## src/sbd_pkg.sv

```systemverilog
// Shared constants and types for the subpixel box downscaler.
package sbd_pkg;

    localparam int DEF_MAX_WIDTH    = 2048;
    localparam int DEF_MAX_CHANNELS = 4;
    localparam int DEF_MAX_SUB      = 16;

    localparam int SAMPLE_W = 8;
    localparam int PIX_W    = 8;
    localparam int SUM_W    = 16;
    localparam int ROW_W    = 16;

    localparam int OUT_WIDTH_W  = 12;
    localparam int OUT_HEIGHT_W = 16;
    localparam int CHAN_CNT_W   = 3;
    localparam int SUB_CFG_W    = 5;
    localparam int CFG_W        = 16;
    localparam int CFG_IDX_W    = 3;

    typedef enum logic [CFG_IDX_W-1:0] {
        REG_OUT_WIDTH     = 3'd0,
        REG_OUT_HEIGHT    = 3'd1,
        REG_CHANNEL_COUNT = 3'd2,
        REG_X_SUB         = 3'd3,
        REG_Y_SUB         = 3'd4
    } cfg_reg_t;

    // Per-request control decoded from the position counters.
    typedef struct packed {
        logic first;
        logic emit;
        logic image_end;
    } item_ctl_t;

    // Finished block sum handed to the divider.
    typedef struct packed {
        logic [SUM_W-1:0] sum;
        logic             image_end;
    } div_req_t;

endpackage

```

## src/sbd_div.sv

```systemverilog
// Pipelined restoring divider, one quotient bit per stage, last stage drives the output.
module sbd_div #(
    parameter int DIV_W = 9
) (
    input  logic                       aclk,
    input  logic                       aresetn,
    input  logic                       req_valid,
    output logic                       req_ready,
    input  sbd_pkg::div_req_t          req,
    input  logic [DIV_W-1:0]           divisor,
    output logic                       m_valid,
    input  logic                       m_ready,
    output logic [sbd_pkg::PIX_W-1:0]  m_pixel_value,
    output logic                       m_image_end
);

    localparam int SUM_W  = sbd_pkg::SUM_W;
    localparam int PIX_W  = sbd_pkg::PIX_W;
    localparam int STAGES = PIX_W;
    localparam int CMP_W  = SUM_W + DIV_W;

    typedef struct packed {
        logic [SUM_W-1:0] rem;
        logic [PIX_W-1:0] quo;
    } step_t;

    function automatic step_t div_step(logic [SUM_W-1:0] rem, logic [PIX_W-1:0] quo,
                                       logic [DIV_W-1:0] d, int shift);
        logic [CMP_W-1:0] cmp;
        step_t            r;
        cmp   = CMP_W'(d) << shift;
        r.rem = rem;
        r.quo = quo;
        if (CMP_W'(rem) >= cmp) begin
            r.rem = rem - SUM_W'(cmp);
            r.quo = quo | (PIX_W'(1) << shift);
        end
        return r;
    endfunction

    logic [STAGES-1:0] v_reg;
    logic [STAGES-1:0] v_next;
    logic [STAGES-1:0] adv;
    logic [STAGES-1:0] in_v;
    logic [STAGES-1:0] in_end;
    logic [STAGES-1:0] end_reg;
    logic [SUM_W-1:0]  in_rem  [STAGES];
    logic [PIX_W-1:0]  in_quo  [STAGES];
    step_t             res     [STAGES];
    logic [SUM_W-1:0]  rem_reg [STAGES];
    logic [PIX_W-1:0]  quo_reg [STAGES];

    for (genvar k = 0; k < STAGES; k++) begin : g_stage
        if (k == 0) begin : g_head
            assign in_v[k]   = req_valid;
            assign in_rem[k] = req.sum;
            assign in_quo[k] = '0;
            assign in_end[k] = req.image_end;
        end else begin : g_body
            assign in_v[k]   = v_reg[k-1];
            assign in_rem[k] = rem_reg[k-1];
            assign in_quo[k] = quo_reg[k-1];
            assign in_end[k] = end_reg[k-1];
        end
        if (k == STAGES - 1) begin : g_tail
            assign adv[k] = !v_reg[k] || m_ready;
        end else begin : g_chain
            assign adv[k] = !v_reg[k] || adv[k+1];
        end
        assign res[k]    = div_step(in_rem[k], in_quo[k], divisor, STAGES - 1 - k);
        assign v_next[k] = adv[k] ? in_v[k] : v_reg[k];
    end

    always_ff @(posedge aclk) begin
        if (!aresetn) begin
            v_reg <= '0;
        end else begin
            v_reg <= v_next;
        end
    end

    always_ff @(posedge aclk) begin
        for (int k = 0; k < STAGES; k++) begin
            if (adv[k] && in_v[k]) begin
                rem_reg[k] <= res[k].rem;
                quo_reg[k] <= res[k].quo;
                end_reg[k] <= in_end[k];
            end
        end
    end

    assign req_ready     = adv[0];
    assign m_valid       = v_reg[STAGES-1];
    assign m_pixel_value = quo_reg[STAGES-1];
    assign m_image_end   = end_reg[STAGES-1];

endmodule

```

## config.mk

```make
export PLATFORM = sky130hd
export DESIGN_NAME = sbd_div
export DESIGN_NICKNAME = d
export VERILOG_FILES = /design/src/sbd_pkg.sv /design/src/sbd_div.sv
export SDC_FILE = /design/constraint.sdc
export NUM_CORES = 1
export LEC_CHECK = 0
export ABC_AREA = 1
export CAP_MARGIN = 20
export CORE_UTILIZATION = 60
export CTS_CLUSTER_SIZE = 10
export DETAILED_ROUTE_END_ITERATION = 10
export DONT_BUFFER_PORTS = 1
export GPL_ROUTABILITY_DRIVEN = 1
export PLACE_DENSITY = 0.76
export SYNTH_ARGS = -nofsm -noshare
export SYNTH_HDL_FRONTEND = slang
export SYNTH_SLANG_ARGS = --single-unit
```

## constraint.sdc

```tcl
create_clock -name aclk -period 3.7 [get_ports aclk]
set_clock_uncertainty 0.2 [all_clocks]
set_input_delay 0.555 -clock aclk [delete_from_list [all_inputs] [get_ports aclk]]
set_output_delay 0.555 -clock aclk [all_outputs]
set_load 0.01 [all_outputs]
```

==> impl_metrics.tcl <==
set metrics [dict create \
    status "completed" \
    cts_hold_buf 0 \
    fmax_mhz 396 \
    power_switching_w 0.00139 \
    globalplace.congestion 0.961 \
    fin_tns_setup_ps 0 \
    die_w_um 136 \
    required_ps 3680 \
    cp-start-kind "input pin" \
    setup_ws_ps 1170 \
    top_usage_layer "met2" \
    ys.flop_type "edfxtp_1" \
    boundaryPins 41 \
    p_int_w 0.00336 \
    num_rows 48 \
    power_frac_comb_pct 18.8 \
    maxCapViolCount 0 \
    coreArea_um2 17400 \
    power.density_nw_per_um2 411 \
    start_util_pct 61.8 \
    synth.distinct_cells 35 \
    synth_cells 1362 \
    grt_start_max_net_pins 25 \
    cp.arrival_ps 2510 \
    synth_edf_count 156 \
    vias 8573 \
    drive_gt1_share_pct 6.33 \
    final.min_clock_period_ps 2530 \
    detailedRoute.firstPassIterationCount 5 \
    hold_viol 0 \
    grt_pass1_vias 7925 \
    met2_usage_pct 48.2 \
    tritoncts "built" \
    globalRouteOverflowTotal 0 \
    port_buffers 0 \
    hpwl_um 17900 \
    grt_usage_pct 27.0 \
    largest_reg_flops 112 \
    path_clk_slew_ps 70 \
    die_area_um2 18500 \
    cts_max_level 4 \
    setup_viol 0 \
    clkPwrFrac_pct 35.3 \
    peakVddDrop_mv 0.370 \
    cts_buffers 17 \
    path_max_fanout 14 \
    post_dp_cell_area_um2 11000 \
    final_cell_area_um2 11600 \
    leakage_nw 5.54 \
    clockBufferDepth 2 \
    pre_cts_ws_ps 747 \
    synth_seq_cells 164 \
    finalNetCount 1487 \
    cts_resized 0 \
    avgViaCountPerCell 5.31 \
    routed_wl_um 23600 \
    nFillCells 1432 \
    drc 0 \
    syn_area_um2 10800 \
    synth_fp_nets 1471 \
    area_growth_pct 7.52 \
    grt_pass1_wl_um 37900 \
    whs_ps 15.1 \
    p_sw_share_pct 29.3 \
    antenna_found_initial 0 \
    antennaDiodeCount 0 \
    yosysSeqAreaShare_pct 45.0 \
    grt_use_met1_pct 32.6 \
    cts_root_buffer "clkbuf_16" \
    wl_per_cell_um 14.6 \
    first_iter_violations 576 \
    rsz0062_at_grt "no" \
    period_share_pct 68.3 \
    slew_violations 0 \
    end_kind "flip-flop" \
    detail-route-antenna-nets 0 \
    async_reset_ff_share_pct 0 \
    p_seq_share_pct 45.9 \
    critical_path_class "input pin to flip-flop" \
    worstMarginPinSlew_ps 1040 \
    slew_headroom_pct 30.4 \
    cts.sinks 164 \
    clk-insertion-delay-late_ps 430 \
    met3_usage_pct 4.10 \
    synth_area_per_cell_um2 7.90 \
    die_height_um 136 \
    worst_hold_path_type "input pin to flip-flop" \
    cts_setup_buffers 0 \
    synth-warning-count 0 \
]
==> through the flow <==
step | util (%) | total power (W) | cells
global route | 66.5 | 0.00496 | 1616
detailed placement | 63.2 | 0.00309 | 1584
finish | 66.5 | 0.00475 | 1616
CTS | 66.5 | 0.00476 | 1616
floorplan | - | 0.00290 | 1362
global placement | 63.2 | 0.00308 | 1584
==> placed cells by master, fill, tap and decap left out, types with 2 or more instances in the layout <==
| cell type | netlist | layout |
|---|---|---|
| nand2_1 | 512 | 512 |
| inv_1 | 217 | 217 |
| edfxtp_1 | 156 | 156 |
| nor2_1 | 122 | 120 |
| nand3_1 | 94 | 94 |
| ha_1 | 72 | 72 |
| a21oi_1 | 35 | 35 |
| o21ai_0 | 19 | 19 |
| clkbuf_16 | 0 | 18 |
| xor2_1 | 17 | 17 |
| nand4_1 | 13 | 13 |
| nor2_2 | 9 | 11 |
| a21oi_2 | 11 | 11 |
| xnor2_1 | 10 | 10 |
| nand3b_1 | 8 | 8 |
| dfxtp_1 | 8 | 8 |
| nand2_2 | 7 | 7 |
| fa_1 | 7 | 7 |
| inv_6 | 0 | 7 |
| nor3_1 | 6 | 6 |
| inv_2 | 5 | 5 |
| nand3_2 | 5 | 5 |
| or2_2 | 5 | 5 |
| clkinv_2 | 0 | 4 |
| nand2_4 | 3 | 3 |
| nor2_4 | 3 | 3 |
| o21bai_1 | 3 | 3 |
| and2_1 | 2 | 2 |
| inv_8 | 0 | 2 |
| buf_4 | 1 | 2 |
==> path summary, 6_finish.rpt <==
| kind | from | to | slack, ps | cells after the start |
|---|---|---|---|---|
| min | req[0] | end_reg[0] | 20 | 0 |
| max | divisor[8] | rem_reg[4][13] | 1170 | 8 |
| max reg2reg | rem_reg[3][11] | rem_reg[4][13] | 1370 | 7 |
| min reg2reg | quo_reg[1][13] | quo_reg[1][21] | 220 | 0 |
==> metal layers <==
| metal | part of all wire (%) | wire, um |
|---|---|---|
| met5 | 0 | 0 |
| met1 | 43 | 10100 |
| met4 | 2.8 | 673 |
| met2 | 50 | 11900 |
| met3 | 4.2 | 986 |
==> power by group through the flow <==
stage	clock [W]	combinational, W	sequential (W)
final	0.00168	0.000894	0.00218
after global routing	0.00176	0.00102	0.00218
after global placement	0	0.000856	0.00222
after CTS	0.00169	0.000884	0.00218
after detailed placement	0	0.000873	0.00222
after floorplan	0	0.000702	0.00220
==> layout make-up <==
cell class,count,area [um^2],area share (%)
Clock inverter,14,110,0.951
Clock buffer,18,450,3.89
Inverter,222,833,7.20
Tap cell,225,282,2.43
Multi-Input combinational cell,971,5040,43.5
Timing Repair Buffer,2,15.0,0.130
Sequential cell,164,4840,41.9
==> critical path, stage by stage <==
cell and delay [ps]:
inv_1 480, ha_1 410, a21oi_1 230, nand2_1 100, nor2_1 120, nand3_2 290
inv_2 240, a21oi_1 60
==> Yosys cell counts, types with 2 or more instances <==
master	instances	area, um^2
a21oi_1	35	175
a21oi_2	11	96.3
and2_1	2	12.5
buf_6	4	45.0
dfxtp_1	8	160
edfxtp_1	156	4680
fa_1	7	140
ha_1	72	901
inv_1	217	815
inv_2	5	18.8
nand2_1	512	1920
nand2_2	7	43.8
nand2_4	3	33.8
nand3_1	94	470
nand3_2	5	50.1
nand3b_1	8	60.1
nand4_1	13	81.3
nor2_1	122	458
nor2_2	9	56.3
nor2_4	3	33.8
nor3_1	6	30.0
o21ai_0	19	95.1
o21bai_1	3	22.5
or2_2	5	31.3
xnor2_1	10	87.6
xor2_1	17	149
==> logic make-up after synthesis <==
logic type                 synth area share [%]
DFF                                        45.0
xor gates and xnor gates                   2.20
buffers and inverters                      8.23
adders and majority gates                  9.67
and+or+nand+nor                            31.0
AOI/OAI and AO/OA                          3.93
Power figures use the tool's default switching activity.
