$ cat src/sbd_pkg.sv
// Shared constants and types for the subpixel box downscaler.
package sbd_pkg;

    localparam int DEF_MAX_WIDTH    = 2048;
    localparam int DEF_MAX_CHANNELS = 4;
    localparam int DEF_MAX_SUB      = 16;

    localparam int SAMPLE_W = 8;
    localparam int PIX_W    = 8;
    localparam int SUM_W    = 16;
    localparam int ROW_W    = 16;

    localparam int OUT_WIDTH_W  = 12;
    localparam int OUT_HEIGHT_W = 16;
    localparam int CHAN_CNT_W   = 3;
    localparam int SUB_CFG_W    = 5;
    localparam int CFG_W        = 16;
    localparam int CFG_IDX_W    = 3;

    typedef enum logic [CFG_IDX_W-1:0] {
        REG_OUT_WIDTH     = 3'd0,
        REG_OUT_HEIGHT    = 3'd1,
        REG_CHANNEL_COUNT = 3'd2,
        REG_X_SUB         = 3'd3,
        REG_Y_SUB         = 3'd4
    } cfg_reg_t;

    // Per-request control decoded from the position counters.
    typedef struct packed {
        logic first;
        logic emit;
        logic image_end;
    } item_ctl_t;

    // Finished block sum handed to the divider.
    typedef struct packed {
        logic [SUM_W-1:0] sum;
        logic             image_end;
    } div_req_t;

endpackage

$ cat src/sbd_seq.sv
// Configuration registers and position counters that address the line accumulator.
module sbd_seq #(
    parameter int MAX_WIDTH    = sbd_pkg::DEF_MAX_WIDTH,
    parameter int MAX_CHANNELS = sbd_pkg::DEF_MAX_CHANNELS,
    parameter int MAX_SUB      = sbd_pkg::DEF_MAX_SUB,
    parameter int ADDR_W       = 13,
    parameter int DIV_W        = 9
) (
    input  logic                           aclk,
    input  logic                           aresetn,
    input  logic                           cfg_wr_en,
    input  logic [sbd_pkg::CFG_IDX_W-1:0]  cfg_index,
    input  logic [sbd_pkg::CFG_W-1:0]      cfg_data,
    input  logic                           step,
    output logic [ADDR_W-1:0]              addr,
    output sbd_pkg::item_ctl_t             ctl,
    output logic [DIV_W-1:0]               divisor
);

    localparam int COL_W  = (MAX_WIDTH > 1) ? $clog2(MAX_WIDTH) : 1;
    localparam int CH_W   = (MAX_CHANNELS > 1) ? $clog2(MAX_CHANNELS) : 1;
    localparam int SUB_W  = (MAX_SUB > 1) ? $clog2(MAX_SUB) : 1;
    localparam int PROD_W = 2 * SUB_W + 2;
    localparam int ROW_W  = sbd_pkg::ROW_W;

    logic [sbd_pkg::OUT_WIDTH_W-1:0]  out_width_reg;
    logic [sbd_pkg::OUT_HEIGHT_W-1:0] out_height_reg;
    logic [sbd_pkg::CHAN_CNT_W-1:0]   channel_count_reg;
    logic [sbd_pkg::SUB_CFG_W-1:0]    x_sub_reg;
    logic [sbd_pkg::SUB_CFG_W-1:0]    y_sub_reg;
    logic [DIV_W-1:0]                 div_reg;

    logic [CH_W-1:0]  chan_pos_reg, chan_next;
    logic [SUB_W-1:0] xsub_pos_reg, xsub_next;
    logic [COL_W-1:0] col_pos_reg, col_next;
    logic [SUB_W-1:0] ysub_pos_reg, ysub_next;
    logic [ROW_W-1:0] row_pos_reg, row_next;

    logic [CH_W-1:0]   chan_last;
    logic [SUB_W-1:0]  xsub_last;
    logic [COL_W-1:0]  col_last;
    logic [SUB_W-1:0]  ysub_last;
    logic [ROW_W-1:0]  row_last;
    logic [SUB_W:0]    xs_cnt, ys_cnt;
    logic [PROD_W-1:0] prod;
    logic              cfg_hit;
    logic              last_chan, last_xs, last_col, last_ys, last_row;

    // A zero register acts as one; values above the build limits saturate.
    always_comb begin
        if (out_width_reg == '0) begin
            col_last = '0;
        end else if (32'(out_width_reg) > MAX_WIDTH) begin
            col_last = COL_W'(MAX_WIDTH - 1);
        end else begin
            col_last = COL_W'(out_width_reg - 1'b1);
        end
        if (channel_count_reg == '0) begin
            chan_last = '0;
        end else if (32'(channel_count_reg) > MAX_CHANNELS) begin
            chan_last = CH_W'(MAX_CHANNELS - 1);
        end else begin
            chan_last = CH_W'(channel_count_reg - 1'b1);
        end
        if (x_sub_reg == '0) begin
            xsub_last = '0;
        end else if (32'(x_sub_reg) > MAX_SUB) begin
            xsub_last = SUB_W'(MAX_SUB - 1);
        end else begin
            xsub_last = SUB_W'(x_sub_reg - 1'b1);
        end
        if (y_sub_reg == '0) begin
            ysub_last = '0;
        end else if (32'(y_sub_reg) > MAX_SUB) begin
            ysub_last = SUB_W'(MAX_SUB - 1);
        end else begin
            ysub_last = SUB_W'(y_sub_reg - 1'b1);
        end
        if (out_height_reg == '0) begin
            row_last = '0;
        end else begin
            row_last = ROW_W'(out_height_reg - 1'b1);
        end
        xs_cnt = {1'b0, xsub_last} + 1'b1;
        ys_cnt = {1'b0, ysub_last} + 1'b1;
        prod   = PROD_W'(xs_cnt) * PROD_W'(ys_cnt);
    end

    always_comb begin
        case (cfg_index)
            sbd_pkg::REG_OUT_WIDTH,
            sbd_pkg::REG_OUT_HEIGHT,
            sbd_pkg::REG_CHANNEL_COUNT,
            sbd_pkg::REG_X_SUB,
            sbd_pkg::REG_Y_SUB: cfg_hit = cfg_wr_en;
            default:            cfg_hit = 1'b0;
        endcase
    end

    assign last_chan = (chan_pos_reg == chan_last);
    assign last_xs   = (xsub_pos_reg == xsub_last);
    assign last_col  = (col_pos_reg == col_last);
    assign last_ys   = (ysub_pos_reg == ysub_last);
    assign last_row  = (row_pos_reg == row_last);

    // The first request of a pixel channel in a subpixel row band finds its entry
    // empty, so the stored word is not consulted then.
    assign ctl.first     = (ysub_pos_reg == '0) && (xsub_pos_reg == '0);
    assign ctl.emit      = last_ys && last_xs;
    assign ctl.image_end = last_chan && last_col && last_row;
    assign addr          = ADDR_W'(col_pos_reg * MAX_CHANNELS + chan_pos_reg);
    assign divisor       = div_reg;

    always_comb begin
        chan_next = chan_pos_reg;
        xsub_next = xsub_pos_reg;
        col_next  = col_pos_reg;
        ysub_next = ysub_pos_reg;
        row_next  = row_pos_reg;
        if (cfg_hit) begin
            chan_next = '0;
            xsub_next = '0;
            col_next  = '0;
            ysub_next = '0;
            row_next  = '0;
        end else if (step) begin
            if (!last_chan) begin
                chan_next = chan_pos_reg + 1'b1;
            end else begin
                chan_next = '0;
                if (!last_xs) begin
                    xsub_next = xsub_pos_reg + 1'b1;
                end else begin
                    xsub_next = '0;
                    if (!last_col) begin
                        col_next = col_pos_reg + 1'b1;
                    end else begin
                        col_next = '0;
                        if (!last_ys) begin
                            ysub_next = ysub_pos_reg + 1'b1;
                        end else begin
                            ysub_next = '0;
                            if (!last_row) begin
                                row_next = row_pos_reg + 1'b1;
                            end else begin
                                row_next = '0;
                            end
                        end
                    end
                end
            end
        end
    end

    always_ff @(posedge aclk) begin
        if (!aresetn) begin
            out_width_reg     <= sbd_pkg::OUT_WIDTH_W'(1);
            out_height_reg    <= sbd_pkg::OUT_HEIGHT_W'(1);
            channel_count_reg <= sbd_pkg::CHAN_CNT_W'(1);
            x_sub_reg         <= sbd_pkg::SUB_CFG_W'(1);
            y_sub_reg         <= sbd_pkg::SUB_CFG_W'(1);
            div_reg           <= DIV_W'(1);
            chan_pos_reg      <= '0;
            xsub_pos_reg      <= '0;
            col_pos_reg       <= '0;
            ysub_pos_reg      <= '0;
            row_pos_reg       <= '0;
        end else begin
            if (cfg_wr_en) begin
                case (cfg_index)
                    sbd_pkg::REG_OUT_WIDTH:
                        out_width_reg <= cfg_data[sbd_pkg::OUT_WIDTH_W-1:0];
                    sbd_pkg::REG_OUT_HEIGHT:
                        out_height_reg <= cfg_data[sbd_pkg::OUT_HEIGHT_W-1:0];
                    sbd_pkg::REG_CHANNEL_COUNT:
                        channel_count_reg <= cfg_data[sbd_pkg::CHAN_CNT_W-1:0];
                    sbd_pkg::REG_X_SUB:
                        x_sub_reg <= cfg_data[sbd_pkg::SUB_CFG_W-1:0];
                    sbd_pkg::REG_Y_SUB:
                        y_sub_reg <= cfg_data[sbd_pkg::SUB_CFG_W-1:0];
                    default: ;
                endcase
            end
            div_reg      <= DIV_W'(prod);
            chan_pos_reg <= chan_next;
            xsub_pos_reg <= xsub_next;
            col_pos_reg  <= col_next;
            ysub_pos_reg <= ysub_next;
            row_pos_reg  <= row_next;
        end
    end

endmodule

$ cat config.mk
export PLATFORM = sky130hd
export DESIGN_NAME = sbd_seq
export DESIGN_NICKNAME = d
export VERILOG_FILES = /design/src/sbd_pkg.sv /design/src/sbd_seq.sv
export SDC_FILE = /design/constraint.sdc
export NUM_CORES = 1
export LEC_CHECK = 0
export ABC_AREA = 1
export BUFFER_PORTS_ARGS = -buffer_cell sky130_fd_sc_hd__buf_2
export CAP_MARGIN = 10
export CELL_PAD_IN_SITES_DETAIL_PLACEMENT = 2
export CELL_PAD_IN_SITES_GLOBAL_PLACEMENT = 2
export CORE_MARGIN = 4
export CORE_UTILIZATION = 36
export DETAILED_ROUTE_END_ITERATION = 7
export PLACE_DENSITY_LB_ADDON = 0.15
export REMOVE_ABC_BUFFERS = 1
export SYNTH_ARGS = -nofsm -noshare
export SYNTH_HDL_FRONTEND = slang
export SYNTH_SLANG_ARGS = --single-unit
$ cat constraint.sdc
create_clock -name aclk -period 15 [get_ports aclk]
set_input_delay 3 -clock aclk [delete_from_list [all_inputs] [get_ports aclk]]
set_output_delay 3 -clock aclk [all_outputs]
set_load 0.05 [all_outputs]
==> impl_metrics.ini, run 1 <==
[placed_design]
hpwl_mm = 17.3
io_buffers = 47
dpl.cell_count = 1204
gp_congestion = 0.820
place_ws_ps = 9010
placed_area_um2 = 6610

[power_and_ir_drop]
total_power_uw = 645
ir_drop_mv = 0.0621
power_density_nw_per_um2 = 93.2
p_int_uw = 426
power_frac_seq = 0.379
clkPwrFrac = 0.384
p_leak_uw = 0.00336
p_sw_frac = 0.339
comb_power_share = 0.237
p_sw_uw = 219

[sta]
rsz0062_at_grt = false
slew_headroom = 0.331
tightest_slew_ps = 1000
max_freq_mhz = 158
report.final.slew_viol_count = 0
setup_slack_ps = 8650
finalSetupViolCount = 0
period_minus_slack_ps = 6350
period_share = 0.423
fin_tns_setup_ps = 0
skew_ps = 5.31
hold_viol = 0

[routing]
viasPerCell = 5.24
firstDrtPassIters = 4
drt_iter0_drc = 211
finalWirelength_mm = 21.9
wl_per_cell_um = 18.0
routed-via-count = 6388
route.detailed.drc = 0
dr_wl_met3_um = 837
met2WireLength_mm = 10.3
top_layer = met4
wl_met1_mm = 10.5
ant_nets = 0

[logic_synthesis]
async_reset_ff_frac = 0
synth_most_common_cell = nand2_1
synth_commonest_cells = nand2_1, inv_1, nor2_1
synth_area_leader_cell = dfxtp_1
synthTopCellsByArea = dfxtp_1, nand2_1, inv_1, nor2_1, nand3_1
synth-seq-cells = 87
synth_seq_area_share = 0.281
syn-instance-count = 955
yosysWarningCount = 0
synth_top_flop_cell = dfxtp_1
mappedNetlistArea_um2 = 6200
synth_top_area_share = 0.281
synth-edff-count = 0
synth_area_per_cell_um2 = 6.49
yosysUniqueCellTypes = 42

[grt]
grt_pass1_wl_mm = 36.7
grtUsageTotal = 0.231
antenna_found_initial = 0
grt_max_degree = 52
grt_pass1_vias = 6945
gr-total-overflow = 0

[clock_tree]
clock_path_buffers = 2
hold_buffers = 0
cts_setup_buffers = 0
cts_buffers = 9
cts_resized = 0
clk_latency_ps = 350
htree_levels = 3
cts_sinks = 87
root_buffer = clkbuf_16
clk_pin_slew_ps = 70
cts_tree = yes

[critical_path]
cp.arrival_ps = 3350
crit_fanout = 22
cp_slowest_stage_delay_ps = 560
path_class = flop to output port
worstPathCellList = inv_1 > ha_1 > nand2_1 > nor2_1 > nand3b_1 > nand3_1 > xor2_1 > nand2_1 > nor2_1 > nand3_2 > nor3_1 > buf_2
critical_path.top_delay_family = simple AND/OR/NAND/NOR gates
path_buf_inv = 2
cp_slowest_cell = nand3b_1
start_kind = flop
cp-end-kind = output port
cp.required_ps = 12000

[floorplanning]
start_util = 0.371
die_h_um = 139
ios = 48
die_x_um = 139
fp.dieArea_um2 = 19400
row_count = 47
coreArea_um2 = 16700

[final_layout]
n_fill_cell = 2137
final_cell_area_um2 = 6920
synthToLayoutAreaGrowth_pct = 11.6
drive_gt1_frac = 0.112
multiInputGateArea_um2 = 3850
regArea_um2 = 1740
finalNonFillerCells = 1220
diodes = 0
final_nets = 1056

[run]
maxCapViolCount = 0

[outcome]
status = finished, final reports clean

[worst_hold_path]
hold_path_class = flop to flop
-- power groups by stage --
stage / combinational (uW) / clock (uW) / sequential, uW
after floorplan: 97.9 / 0 / 257
after global placement: 148 / 0 / 249
after detailed placement: 153 / 0 / 249
after CTS: 155 / 254 / 244
after global routing: 172 / 262 / 245
final: 153 / 248 / 244
-- area by class of cell --
class                      instances  area share
clock buffer                      10      0.0331
sequential                        87       0.252
multi-input combinational        715       0.556
clock inverter                     6      0.0123
inverter                         135      0.0732
tap                              220      0.0398
timing repair buffer              47      0.0340
-- path summary, 6_finish.rpt --
path	cells past startpoint	startpoint	slack (ps)	to
max	12	out_height_reg[0]$_SDFFE_PN1P_	8650	ctl[0]
min	2	channel_count_reg[1]$_SDFFE_PN0P_	470	channel_count_reg[1]$_SDFFE_PN0P_
max reg2reg	26	y_sub_reg[0]$_SDFFE_PN1P_	9240	divisor[8]$_SDFF_PN0_
min reg2reg	2	channel_count_reg[1]$_SDFFE_PN0P_	470	channel_count_reg[1]$_SDFFE_PN0P_
-- tightest hold or removal path, stage by stage (launching register included) --
cell and delay [ps]:
dfxtp_1 310, inv_1 60, a21oi_1 50
-- per-layer routing --
layer	global-route usage	vias to the layer above
li1	-	3161
met1	0.314	3116
met2	0.390	93
met3	0.0364	18
met4	0.0427	0
met5	0	-
-- logic make-up after synthesis --
kind of cell | count (synthesis) | share of synthesized area
adder cells (fa/ha/maj) | 39 | 0.0882
AO/OA/AOI/OAI | 126 | 0.109
XOR/XNOR | 32 | 0.0452
buffers and inverters | 153 | 0.0985
AND/OR/NAND/NOR | 518 | 0.379
flip-flops | 87 | 0.281
-- placed cells by master, fill, tap and decap left out, types with 5 or more instances in the layout --
cell type	instances
nand2_1	220
inv_1	126
nor2_1	123
nand3_1	91
dfxtp_1	87
o21ai_0	58
a21oi_1	49
buf_2	47
ha_1	30
xor2_1	26
nand4_1	20
nor3_1	16
nand2_2	10
inv_2	9
clkbuf_16	9
fa_1	8
o211ai_1	7
nor2_2	7
xnor2_1	6
nand4_2	5
or2_2	5
nor2_4	5
nor4_1	5
-- through the flow --
step,util,hold WS (ps)
6_report,0.414,467
5_1_grt,0.414,501
4_1_cts,0.414,473
3_5_place_dp,0.396,463
3_3_place_gp,0.396,453
2_1_floorplan,-,433
Note: power is estimated with default switching activity, not from simulation.
==> run 2, diff against run 1 <==
--- a/config.mk
+++ b/config.mk
@@ -11,7 +11,7 @@
 export CELL_PAD_IN_SITES_DETAIL_PLACEMENT = 2
 export CELL_PAD_IN_SITES_GLOBAL_PLACEMENT = 2
 export CORE_MARGIN = 4
-export CORE_UTILIZATION = 36
+export CORE_UTILIZATION = 30
 export DETAILED_ROUTE_END_ITERATION = 7
 export PLACE_DENSITY_LB_ADDON = 0.15
 export REMOVE_ABC_BUFFERS = 1
==> constraint.sdc (replaced) <==
create_clock -name aclk -period 5.3 [get_ports aclk]
set_input_delay 1.06 -clock aclk [delete_from_list [all_inputs] [get_ports aclk]]
set_output_delay 1.06 -clock aclk [all_outputs]
set_load 0.05 [all_outputs]
==> impl_metrics.ini, run 2 (synthesis results as in run 1) <==
[grt]
grtUsageTotal = 0.189
antenna_found_initial = 0
gr-total-overflow = 0
grt_pass1_wl_mm = 34.4
grt_max_degree = 52
grt_pass1_vias = 6615

[outcome]
status = finished, final reports clean

[clock_tree]
clock_path_buffers = 2
hold_buffers = 0
root_buffer = clkbuf_16
clk_pin_slew_ps = 70
htree_levels = 3
cts_buffers = 9
cts_tree = yes
cts_resized = 0
clk_latency_ps = 350
cts_setup_buffers = 0
cts_sinks = 87

[worst_hold_path]
hold_start = channel_count_reg[1]$_SDFFE_PN0P_
hold_path_class = flop to flop

[floorplanning]
ios = 48
die_x_um = 152
die_h_um = 152
coreArea_um2 = 20300
fp.dieArea_um2 = 23000
row_count = 52
start_util = 0.305

[critical_path]
rr_startpoint = y_sub_reg[0]$_SDFFE_PN1P_
path_class = flop to flop
critPathLaunch = y_sub_reg[0]$_SDFFE_PN1P_
cp.arrival_ps = 5170
start_kind = flop
cp-end-kind = flop
crit_fanout = 5
cp.required_ps = 5540

[final_layout]
diodes = 0
final_nets = 1062
final_util = 0.350
layout_commonest_cell = nand2_1
layout_common_cells = nand2_1, inv_1, nor2_1, nand3_1, dfxtp_1
synthToLayoutAreaGrowth_pct = 14.6
drive_gt1_frac = 0.125

[routing]
viasPerCell = 4.92
finalWirelength_mm = 21.2
ant_nets = 0
routed-via-count = 6283
route.detailed.drc = 0
firstDrtPassIters = 4
drt_iter0_drc = 227
wl_per_cell_um = 16.6

[sta]
finalSetupViolCount = 0
period_minus_slack_ps = 4930
tightest_slew_ps = 694
slew_headroom = 0.533
hold_viol = 0
skew_ps = 6.97
max_freq_mhz = 203
period_share = 0.931
report.final.slew_viol_count = 0

[placed_design]
io_buffers = 47
hpwl_mm = 16.8
gp_congestion = 0.789

[power_and_ir_drop]
ir_drop_mv = 0.145
p_leak_uw = 0.00338
total_power_uw = 1820
power_density_nw_per_um2 = 257

[run]
maxCapViolCount = 0
==> run 2: per-stage QoR <==
step	setup TNS (ps)	instance area (um^2)	hold WS (ps)	cells	setup slack, ps
2_1_floorplan	0	6100	433	937	500
3_3_place_gp	0	6710	451	1260	222
3_5_place_dp	0	6710	461	1260	100
4_1_cts	0	7020	493	1276	42.3
5_1_grt	-22.3	7100	526	1276	-22.3
6_report	0	7100	488	1276	367
==> run 2: cell type report <==
class                           count  area (um^2)
Fill cell                        2533        13200
Multi-Input combinational cell    715         3930
Sequential cell                    87         1740
Inverter                          135          507
Tap cell                          270          338
Timing Repair Buffer               53          280
Clock buffer                       12          256
Clock inverter                      4         53.8
==> run 2: final timing paths <==
check,endpoint,slack (ps),cells past startpoint
setup / recovery,divisor[8]$_SDFF_PN0_,370,26
hold / removal,channel_count_reg[1]$_SDFFE_PN0P_,490,2
setup reg to reg,divisor[8]$_SDFF_PN0_,370,26
hold reg to reg,channel_count_reg[1]$_SDFFE_PN0P_,490,2
==> run 2: where the power goes <==
group          internal (uW)  leakage [uW]  switching, uW
clock                    393      0.000145            292
combinational            127       0.00253            318
sequential               675      0.000705           16.7
==> run 2: critical path, stage by stage, from the launching register on <==
cell	delay [ps]
dfxtp_1	350
inv_2	110
ha_4	160
inv_1	70
o31ai_4	190
nand2_1	80
nand2_1	120
inv_1	70
ha_1	240
xnor2_1	170
or2_2	330
fa_1	470
fa_1	560
inv_1	60
fa_1	590
ha_4	230
a21oi_1	160
nor2_1	60
nor2_2	110
nor2_1	50
nor2_1	80
nor2_1	50
nor2_1	110
xnor2_1	130
inv_1	70
o21ai_0	140
a21oi_1	50
==> run 2: per-layer routing <==
layer  vias to the layer above  share of wire  track usage
met5                         -              0            0
met4                         0         0.0079       0.0445
met3                         7          0.024       0.0211
met2                        64           0.44        0.304
met1                      3033           0.52        0.272
li1                       3179              -            -
==> run 3, diff against run 2 <==
--- a/config.mk
+++ b/config.mk
@@ -12,6 +12,7 @@
 export CELL_PAD_IN_SITES_GLOBAL_PLACEMENT = 2
 export CORE_MARGIN = 4
 export CORE_UTILIZATION = 30
+export CTS_BUF_LIST = sky130_fd_sc_hd__clkbuf_8 sky130_fd_sc_hd__clkbuf_16
 export DETAILED_ROUTE_END_ITERATION = 7
 export PLACE_DENSITY_LB_ADDON = 0.15
 export REMOVE_ABC_BUFFERS = 1
==> constraint.sdc (replaced) <==
create_clock -name aclk -period 3.95 [get_ports aclk]
set_input_delay 0.79 -clock aclk [delete_from_list [all_inputs] [get_ports aclk]]
set_output_delay 0.79 -clock aclk [all_outputs]
set_load 0.05 [all_outputs]
==> impl_metrics.ini, run 3 (synthesis results as in run 1) <==
[sta]
whs_ps = 463
skew_ps = 8.11
fin_tns_setup_ps = -3260
max_freq_mhz = 205
finalSetupViolCount = 5
period_share = 1.23
period_minus_slack_ps = 4880
hold_viol = 0
slew_headroom = 0.510
tightest_slew_ps = 735
rsz0062_at_grt = true
report.final.slew_viol_count = 0
setup_slack_ps = -927

[clock_tree]
root_buffer = clkbuf_16
clk_latency_ps = 360
cts_sinks = 87
clk_pin_slew_ps = 70
htree_levels = 3
cts_buffers = 9
cts_tree = yes
clock_path_buffers = 2

[critical_path]
cp_slowest_stage_delay_ps = 550
crit_fanout = 2
path_buf_inv = 6
cp-end-kind = flop
cp_slowest_cell = fa_1
critical_path.top_delay_family = adder cells
start_kind = flop
cpMostUsedCell = nor2_1
cp.required_ps = 4190
path_class = flop to flop
cp.arrival_ps = 5120

[final_layout]
final_nets = 1118
layout_commonest_cell = nand2_1
layout_common_cells = nand2_1, inv_1, nor2_1, nand3_1, dfxtp_1
drive_gt1_frac = 0.192
n_fill_cell = 2513
diodes = 0
final_cell_area_um2 = 7680
synthToLayoutAreaGrowth_pct = 23.9

[power_and_ir_drop]
p_leak_uw = 0.00368
comb_power_share = 0.265
p_int_uw = 1720
p_sw_frac = 0.342
power_density_nw_per_um2 = 341
total_power_uw = 2620
ir_drop_mv = 0.190
clkPwrFrac = 0.381
power_frac_seq = 0.354
p_sw_uw = 896

[routing]
drt_iter0_drc = 226
viasPerCell = 5.00
firstDrtPassIters = 6
ant_nets = 0
wl_per_cell_um = 17.9
route.detailed.drc = 0
routed-via-count = 6665
finalWirelength_mm = 23.9

[floorplanning]
start_util = 0.305
die_x_um = 152
coreArea_um2 = 20300
row_count = 52
ios = 48
fp.dieArea_um2 = 23000
die_h_um = 152

[grt]
grtUsageTotal = 0.214
grt_max_degree = 51
grt_pass1_vias = 7294
antenna_found_initial = 0
grt_pass1_wl_mm = 38.5
gr-total-overflow = 0

[placed_design]
gp_congestion = 0.794
hpwl_mm = 17.7
placed_area_um2 = 7060
io_buffers = 47

[worst_hold_path]
hold_path_class = flop to flop

[outcome]
violations = setup timing
status = finished with violations

[run]
maxCapViolCount = 0
[run 3: worst min-delay path: stages, from the launching register on]
cell and delay (ps):
dfxtp_1 300, inv_1 60, a21oi_1 60
[run 3: per-layer routing]
metal,track usage,share of wire,up-vias
li1,-,-,3280
met1,0.285,0.48,3279
met2,0.366,0.48,83
met3,0.0259,0.025,23
met4,0.0575,0.015,0
met5,0,0,-
[run 3: power groups by stage]
stage,sequential (uW),combinational [uW],clock (uW)
after global placement,946,624,0
after CTS,927,670,1020
after global routing,931,769,1050
after detailed placement,947,637,0
after floorplan,976,372,0
final,927,692,998
[run 3: worst paths after layout]
path         slack [ps]                                 to                              start  depth (start not counted)
max reg2reg        -930              divisor[8]$_SDFF_PN0_          y_sub_reg[0]$_SDFFE_PN1P_                         25
max                -930              divisor[8]$_SDFF_PN0_          y_sub_reg[0]$_SDFFE_PN1P_                         25
min reg2reg         460  channel_count_reg[1]$_SDFFE_PN0P_  channel_count_reg[1]$_SDFFE_PN0P_                          2
min                 460  channel_count_reg[1]$_SDFFE_PN0P_  channel_count_reg[1]$_SDFFE_PN0P_                          2
[run 3: repair_timing]
action | CTS | global route
resized for setup | 34 | 21
buffers inserted | 7 | 3
pin swaps | 24 | 8
hold buffers | 0 | 0
setup endpoints to repair | 6 | 6
cloned | 0 | 0
[run 3: per-stage QoR]
stage / std cells / utilization / worst slack (ps)
6_report: 1332 / 0.379 / -927
5_1_grt: 1332 / 0.379 / -1180
4_1_cts: 1329 / 0.374 / -606
3_5_place_dp: 1306 / 0.348 / -932
3_3_place_gp: 1306 / 0.348 / -758
2_1_floorplan: 937 / - / -850
[run 3: area by class of cell]
type	count	area [um^2]	area share
clock buffer	11	253	0.0329
clock inverter	5	80.1	0.0104
inverter	135	507	0.0660
multi-input combinational	715	4040	0.526
sequential	87	1740	0.227
tap	270	338	0.0440
timing repair buffer	109	722	0.0940
